==> config.mk <==
export PLATFORM = sky130hd
export DESIGN_NAME = mfgp_byte_plan
export DESIGN_NICKNAME = d
export VERILOG_FILES = /design/src/hw/rtl/mfgp_pkg.sv /design/src/hw/rtl/mfgp_byte_plan.sv
export SDC_FILE = /design/constraint.sdc
export NUM_CORES = 1
export LEC_CHECK = 0
export BUFFER_PORTS_ARGS = -buffer_cell sky130_fd_sc_hd__buf_2
export CORE_MARGIN = 4
export CORE_UTILIZATION = 40
export DETAILED_ROUTE_END_ITERATION = 6
export PLACE_DENSITY = 0.57
export RECOVER_POWER = 50
export REMOVE_ABC_BUFFERS = 1
export SYNTH_ARGS = -nofsm -noshare
export SYNTH_HDL_FRONTEND = slang
export SYNTH_SLANG_ARGS = --single-unit
==> constraint.sdc <==
create_clock -name vclk -period 6.11
set_clock_uncertainty 0.1 [all_clocks]
set_input_delay 1.222 -clock vclk [all_inputs]
set_output_delay 1.222 -clock vclk [all_outputs]
set_load 0.005 [all_outputs]
==> src/hw/rtl/mfgp_pkg.sv <==
`default_nettype none
// ----------------------------------------------------------------------------
// mfgp_pkg
// Shared types, command codes and the 6x8 font table for the glyph plotter.
// ----------------------------------------------------------------------------
package mfgp_pkg;

   localparam int DISPLAY_WIDTH_DEF  = 128;
   localparam int DISPLAY_HEIGHT_DEF = 64;

   localparam logic [1:0] OP_SET_PIXEL  = 2'd0;
   localparam logic [1:0] OP_DRAW_GLYPH = 2'd1;
   localparam logic [1:0] OP_CLEAR      = 2'd2;
   localparam logic [1:0] OP_READ_BYTE  = 2'd3;

   localparam int         GLYPH_COUNT      = 52;
   localparam logic [2:0] GLYPH_LAST_COL   = 3'd5;
   localparam logic [5:0] GLYPH_DIGIT_BASE = 6'd16;
   localparam logic [5:0] GLYPH_ALPHA_BASE = 6'd26;

   // latched command word
   typedef struct packed {
      logic [1:0] op;
      logic [7:0] pos_x;
      logic [7:0] pos_y;
      logic       pixel_on;
      logic [5:0] glyph;
   } cmd_type;

   // one byte update: which bits to touch and their new values
   typedef struct packed {
      logic [7:0] mask;
      logic [7:0] data;
   } byte_plan_type;

   // column n of a glyph sits in bits [8n+7:8n]; bit r is row r
   localparam logic [47:0] GLYPH_ROM [GLYPH_COUNT] = '{
      48'h00_00_00_00_00_00, 48'h00_00_00_5F_00_00, 48'h00_00_07_00_07_00,
      48'h00_14_7F_14_7F_14, 48'h00_12_2A_7F_2A_24, 48'h00_62_64_08_13_23,
      48'h00_50_22_55_49_36, 48'h00_00_00_03_05_00, 48'h00_00_41_22_1C_00,
      48'h00_00_1C_22_41_00, 48'h00_14_08_3E_08_14, 48'h00_08_08_3E_08_08,
      48'h00_00_00_30_50_00, 48'h00_08_08_08_08_08, 48'h00_00_00_60_60_00,
      48'h00_02_04_08_10_20, 48'h00_3E_45_49_51_3E, 48'h00_00_40_7F_42_00,
      48'h00_46_49_51_61_42, 48'h00_31_4B_45_41_21, 48'h00_10_7F_12_14_18,
      48'h00_39_45_45_45_27, 48'h00_30_49_49_4A_3C, 48'h00_03_05_09_71_01,
      48'h00_36_49_49_49_36, 48'h00_1E_29_49_49_06, 48'h00_7E_11_11_11_7E,
      48'h00_36_49_49_49_7F, 48'h00_22_41_41_41_3E, 48'h00_1C_22_41_41_7F,
      48'h00_41_49_49_49_7F, 48'h00_01_09_09_09_7F, 48'h00_7A_49_49_41_3E,
      48'h00_7F_08_08_08_7F, 48'h00_00_41_7F_41_00, 48'h00_01_3F_41_40_20,
      48'h00_41_22_14_08_7F, 48'h00_40_40_40_40_7F, 48'h00_7F_02_0C_02_7F,
      48'h00_7F_10_08_04_7F, 48'h00_3E_41_41_41_3E, 48'h00_06_09_09_09_7F,
      48'h00_5E_21_51_41_3E, 48'h00_46_29_19_09_7F, 48'h00_31_49_49_49_46,
      48'h00_01_01_7F_01_01, 48'h00_3F_40_40_40_3F, 48'h00_1F_20_40_20_1F,
      48'h00_7F_20_18_20_7F, 48'h00_63_14_08_14_63, 48'h00_07_08_70_08_07,
      48'h00_43_45_49_51_61
   };

   // character byte to font entry; unknown codes draw a space
   function automatic logic [5:0] glyph_index(input logic [7:0] code);
      logic [5:0] idx;
      idx = 6'd0;
      if (code >= 8'h20 && code <= 8'h2F) begin
         idx = 6'(code - 8'h20);
      end else if (code >= 8'h30 && code <= 8'h39) begin
         idx = GLYPH_DIGIT_BASE + 6'(code - 8'h30);
      end else if (code >= 8'h41 && code <= 8'h5A) begin
         idx = GLYPH_ALPHA_BASE + 6'(code - 8'h41);
      end else if (code >= 8'h61 && code <= 8'h7A) begin
         idx = GLYPH_ALPHA_BASE + 6'(code - 8'h61);
      end
      return idx;
   endfunction

endpackage
`default_nettype wire

==> src/hw/rtl/mfgp_byte_plan.sv <==
`default_nettype none
// ----------------------------------------------------------------------------
// mfgp_byte_plan
// Address, bit mask and bit data for one store byte of the current command.
// ----------------------------------------------------------------------------
module mfgp_byte_plan #(
   parameter int DISPLAY_WIDTH  = 128,
   parameter int DISPLAY_HEIGHT = 64,
   parameter int ADDR_W         = 10
) (
   input  wire mfgp_pkg::cmd_type       cmd,
   input  wire logic [2:0]              col,
   input  wire logic                    half,
   output logic      [ADDR_W-1:0]       addr,
   output logic                         in_range,
   output mfgp_pkg::byte_plan_type      plan
);

   localparam int         PAGE_COUNT = (DISPLAY_HEIGHT + 7) / 8;
   localparam int         FULL_PAGES = DISPLAY_HEIGHT / 8;
   localparam logic [7:0] LAST_MASK  = 8'((1 << (DISPLAY_HEIGHT % 8)) - 1);

   logic [7:0]  xs;
   logic [7:0]  page;
   logic [2:0]  sh;
   logic [7:0]  glyph_col;
   logic [15:0] mask_wide;
   logic [15:0] data_wide;
   logic [7:0]  raw_mask;
   logic [7:0]  raw_data;
   logic [7:0]  height_mask;

   always_comb begin
      sh        = cmd.pos_y[2:0];
      glyph_col = mfgp_pkg::GLYPH_ROM[cmd.glyph][{col, 3'b000} +: 8];
      mask_wide = 16'h00FF << sh;
      data_wide = {8'h00, glyph_col} << sh;
      xs        = cmd.pos_x;
      unique case (cmd.op)
         mfgp_pkg::OP_SET_PIXEL: begin
            page     = {3'b000, cmd.pos_y[7:3]};
            raw_mask = 8'h01 << sh;
            raw_data = {8{cmd.pixel_on}};
         end
         mfgp_pkg::OP_DRAW_GLYPH: begin
            // glyph column spans page A (upper part) and page A+1 (lower part)
            xs       = cmd.pos_x + {5'b00000, col};
            page     = {3'b000, cmd.pos_y[7:3] + {4'b0000, half}};
            raw_mask = half ? mask_wide[15:8] : mask_wide[7:0];
            raw_data = half ? data_wide[15:8] : data_wide[7:0];
         end
         default: begin
            page     = cmd.pos_y;
            raw_mask = 8'h00;
            raw_data = 8'h00;
         end
      endcase

      in_range = (int'(page) < PAGE_COUNT) && (int'(xs) < DISPLAY_WIDTH);

      // rows below the display height in a partial last page are dropped
      priority if (int'(page) < FULL_PAGES) begin
         height_mask = 8'hFF;
      end else if (int'(page) == FULL_PAGES) begin
         height_mask = LAST_MASK;
      end else begin
         height_mask = 8'h00;
      end

      addr      = ADDR_W'(int'(page) * DISPLAY_WIDTH + int'(xs));
      plan.mask = raw_mask & height_mask & {8{in_range}};
      plan.data = raw_data;
   end

endmodule
`default_nettype wire

==> flow_summary_export.csv <==
group,metric,value,unit
drt,via_count,4908,
floorplan,rows,34,
layout,area_delta_synth_final,9.652,%
setup_path,cp.required,4790,ps
drt,drt_wl_total,16.39,mm
layout,regArea,0,um^2
worst_hold_path,hp-class,"in -> out",
drt,firstDrtPassIters,5,
timing,maxSlewHeadroom,44.92,%
global_routing,overflow,0,
yosys,synthDominantCellAreaShare,7.503,%
place,place_worst_setup_slack,-68.15,ps
yosys,ys_top_cells_by_area,"ha_1, o21ai_0, mux2i_1, a21oi_1, nand2_1",
timing,fin_crit_sh,98.05,%
setup_path,path_max_fanout,13,
setup_path,startpoint_type,"input pin",
floorplan,fp.dieArea,10770,um^2
yosys,yosys_warnings,0,
timing,finalMaxSlewViolations,0,
drt,vias_per_cell,7.103,
floorplan,boundaryPins,56,
clock_network,post_cts_buffers,0,
setup_path,crit_type,"in -> out",
floorplan,die_x,103.8,um
global_routing,grt_use_total,28.33,%
power_and_ir_drop,ir_drop,43.10,uV
power_and_ir_drop,leakage,1.578,nW
yosys,synth_top_cells_by_count,"o21ai_0, nand2_1, nor2_1, a21oi_1, clkbuf_1",
drt,ant_nets,0,
layout,seq_cells,0,
yosys,synth_area,3669,um^2
power_and_ir_drop,powerDensity,80.17,nW/um^2
drt,drt_iter0_drc,763,
timing,fin_crit,5991,ps
timing,layout_setup_ws,119.4,ps
global_routing,antenna_found_initial,0,
floorplan,start_util,41.66,%
floorplan,core_area,8806,um^2
setup_path,endpoint_kind,"primary output",
timing,hold_viol,0,
yosys,synth_cells,557,
layout,num-clock-buffers,0,
yosys,synth_cell_types,77,
layout,drive_above_1_share,17.15,%
timing,whs,2596,ps
layout,nets,637,
yosys,synth.avg_cell_area,6.586,um^2
yosys,yosysMostFrequentCell,"o21ai_0",
timing,finalSetupViolations,0,
timing,tightest_slew,815.8,ps
drt,drc,0,
yosys,synth_top_area_cell,"ha_1",
global_routing,grt_pass1_vias,4467,
global_routing,grt_start_max_net_pins,38,
place,dpl.hpwl,12.31,mm
status,run_status,"complete, no violations",
run,drv_cap,0,
layout,n_antenna_cell,0,
place,port_buffers,56,
floorplan,die_h,103.8,um
place,gp_congestion,1.078,
global_routing,grt_pass1_wl,25.39,mm
timing,fmax,166.9,MHz
setup_path,critPathArrivalTime,4670,ps
yosys,seq_area_frac_synth,0,%
timing,grt_setup_unrepaired,"no",
drt,post_drt_wl_per_cell,23.72,um
==> final cells by class <==
| class | instances | area, um^2 |
|---|---|---|
| Multi-Input combinational cell | 480 | 3323 |
| Timing Repair Buffer | 85 | 496.7 |
| Fill cell | 952 | 4783 |
| Inverter | 18 | 67.56 |
| Tap cell | 108 | 135.1 |
==> repair_timing <==
action | in CTS | in global routing
gates cloned | 0 | 0
endpoints found under the setup margin | 3 | 8
hold buffers | 0 | 0
pin swaps | 0 | 0
resized for setup | 1 | 3
==> power by group <==
part           switching (mW)  internal, mW  total (mW)
Clock                       0             0           0
Sequential                  0             0           0
Combinational           0.205         0.118       0.322
Total                   0.205         0.118       0.322
==> layout by cell type (no fill, tap or decap), types with 6 or more instances in the layout <==
cell type / netlist / layout
buf_2: 18 / 46
mux2i_1: 19 / 19
o31ai_1: 11 / 11
o311ai_0: 8 / 7
a211oi_1: 10 / 10
o22ai_1: 8 / 8
a31oi_1: 15 / 15
mux2_2: 8 / 8
nor3_1: 18 / 18
nor2_1: 37 / 37
nand2_1: 37 / 37
nand2b_1: 22 / 22
nor2b_1: 21 / 21
o211ai_1: 17 / 17
xor2_1: 7 / 7
or3_1: 7 / 7
ha_1: 22 / 21
nand3_1: 16 / 16
and3_1: 6 / 6
inv_1: 15 / 15
o21ai_0: 42 / 42
and2_1: 6 / 6
nand3b_1: 7 / 7
a21oi_1: 31 / 31
buf_4: 4 / 27
clkbuf_1: 28 / 9
==> per-stage QoR <==
step / power [mW] / cells / cell area (um^2) / utilization [%] / TNS [ps]
finish: 0.3225 / 691 / 4023 / 45.68 / 0
detailed placement: 0.3082 / 691 / 4025 / 45.71 / -130.8
global route: 0.3429 / 691 / 4023 / 45.68 / 0
floorplan: 0.1686 / 498 / 3379 / - / 0
global placement: 0.3112 / 691 / 4025 / 45.71 / -348.1
CTS: 0.3099 / 691 / 4028 / 45.74 / 0
==> per-layer routing <==
layer	GRT usage (%)	vias up	wire length (um)
met5	0	-	0
met1	38.49	2233	6531
met4	9.687	0	809
li1	-	2194	-
met3	8.022	96	2044
met2	42.85	385	7006
==> kinds of logic (layout without fill, tap and decap cells) <==
logic type	Yosys count	in the layout	share of synthesized area, %
AND/OR/NAND/NOR	198	198	28.55
XOR/XNOR	12	12	2.865
buffers and inverters	77	103	9.720
adder cells (fa/ha/maj)	23	23	8.049
AO/OA/AOI/OAI	219	219	42.57
multiplexers	28	28	8.254
==> path summary, 6_finish.rpt <==
check	startpoint	end	slack, ps	cells after the start
max	cmd[0]	plan[2]	120	12
min	cmd[20]	addr[5]	2600	3
==> worst max-delay path: stages <==
cell,delay (ps)
buf_2,290
inv_1,180
ha_1,420
nor3b_1,510
nor3_1,110
a2111oi_1,650
nor3_1,150
a211oi_1,320
mux2_2,270
mux2i_1,80
a221o_1,340
buf_2,130
(Power assumes the default switching activity.)
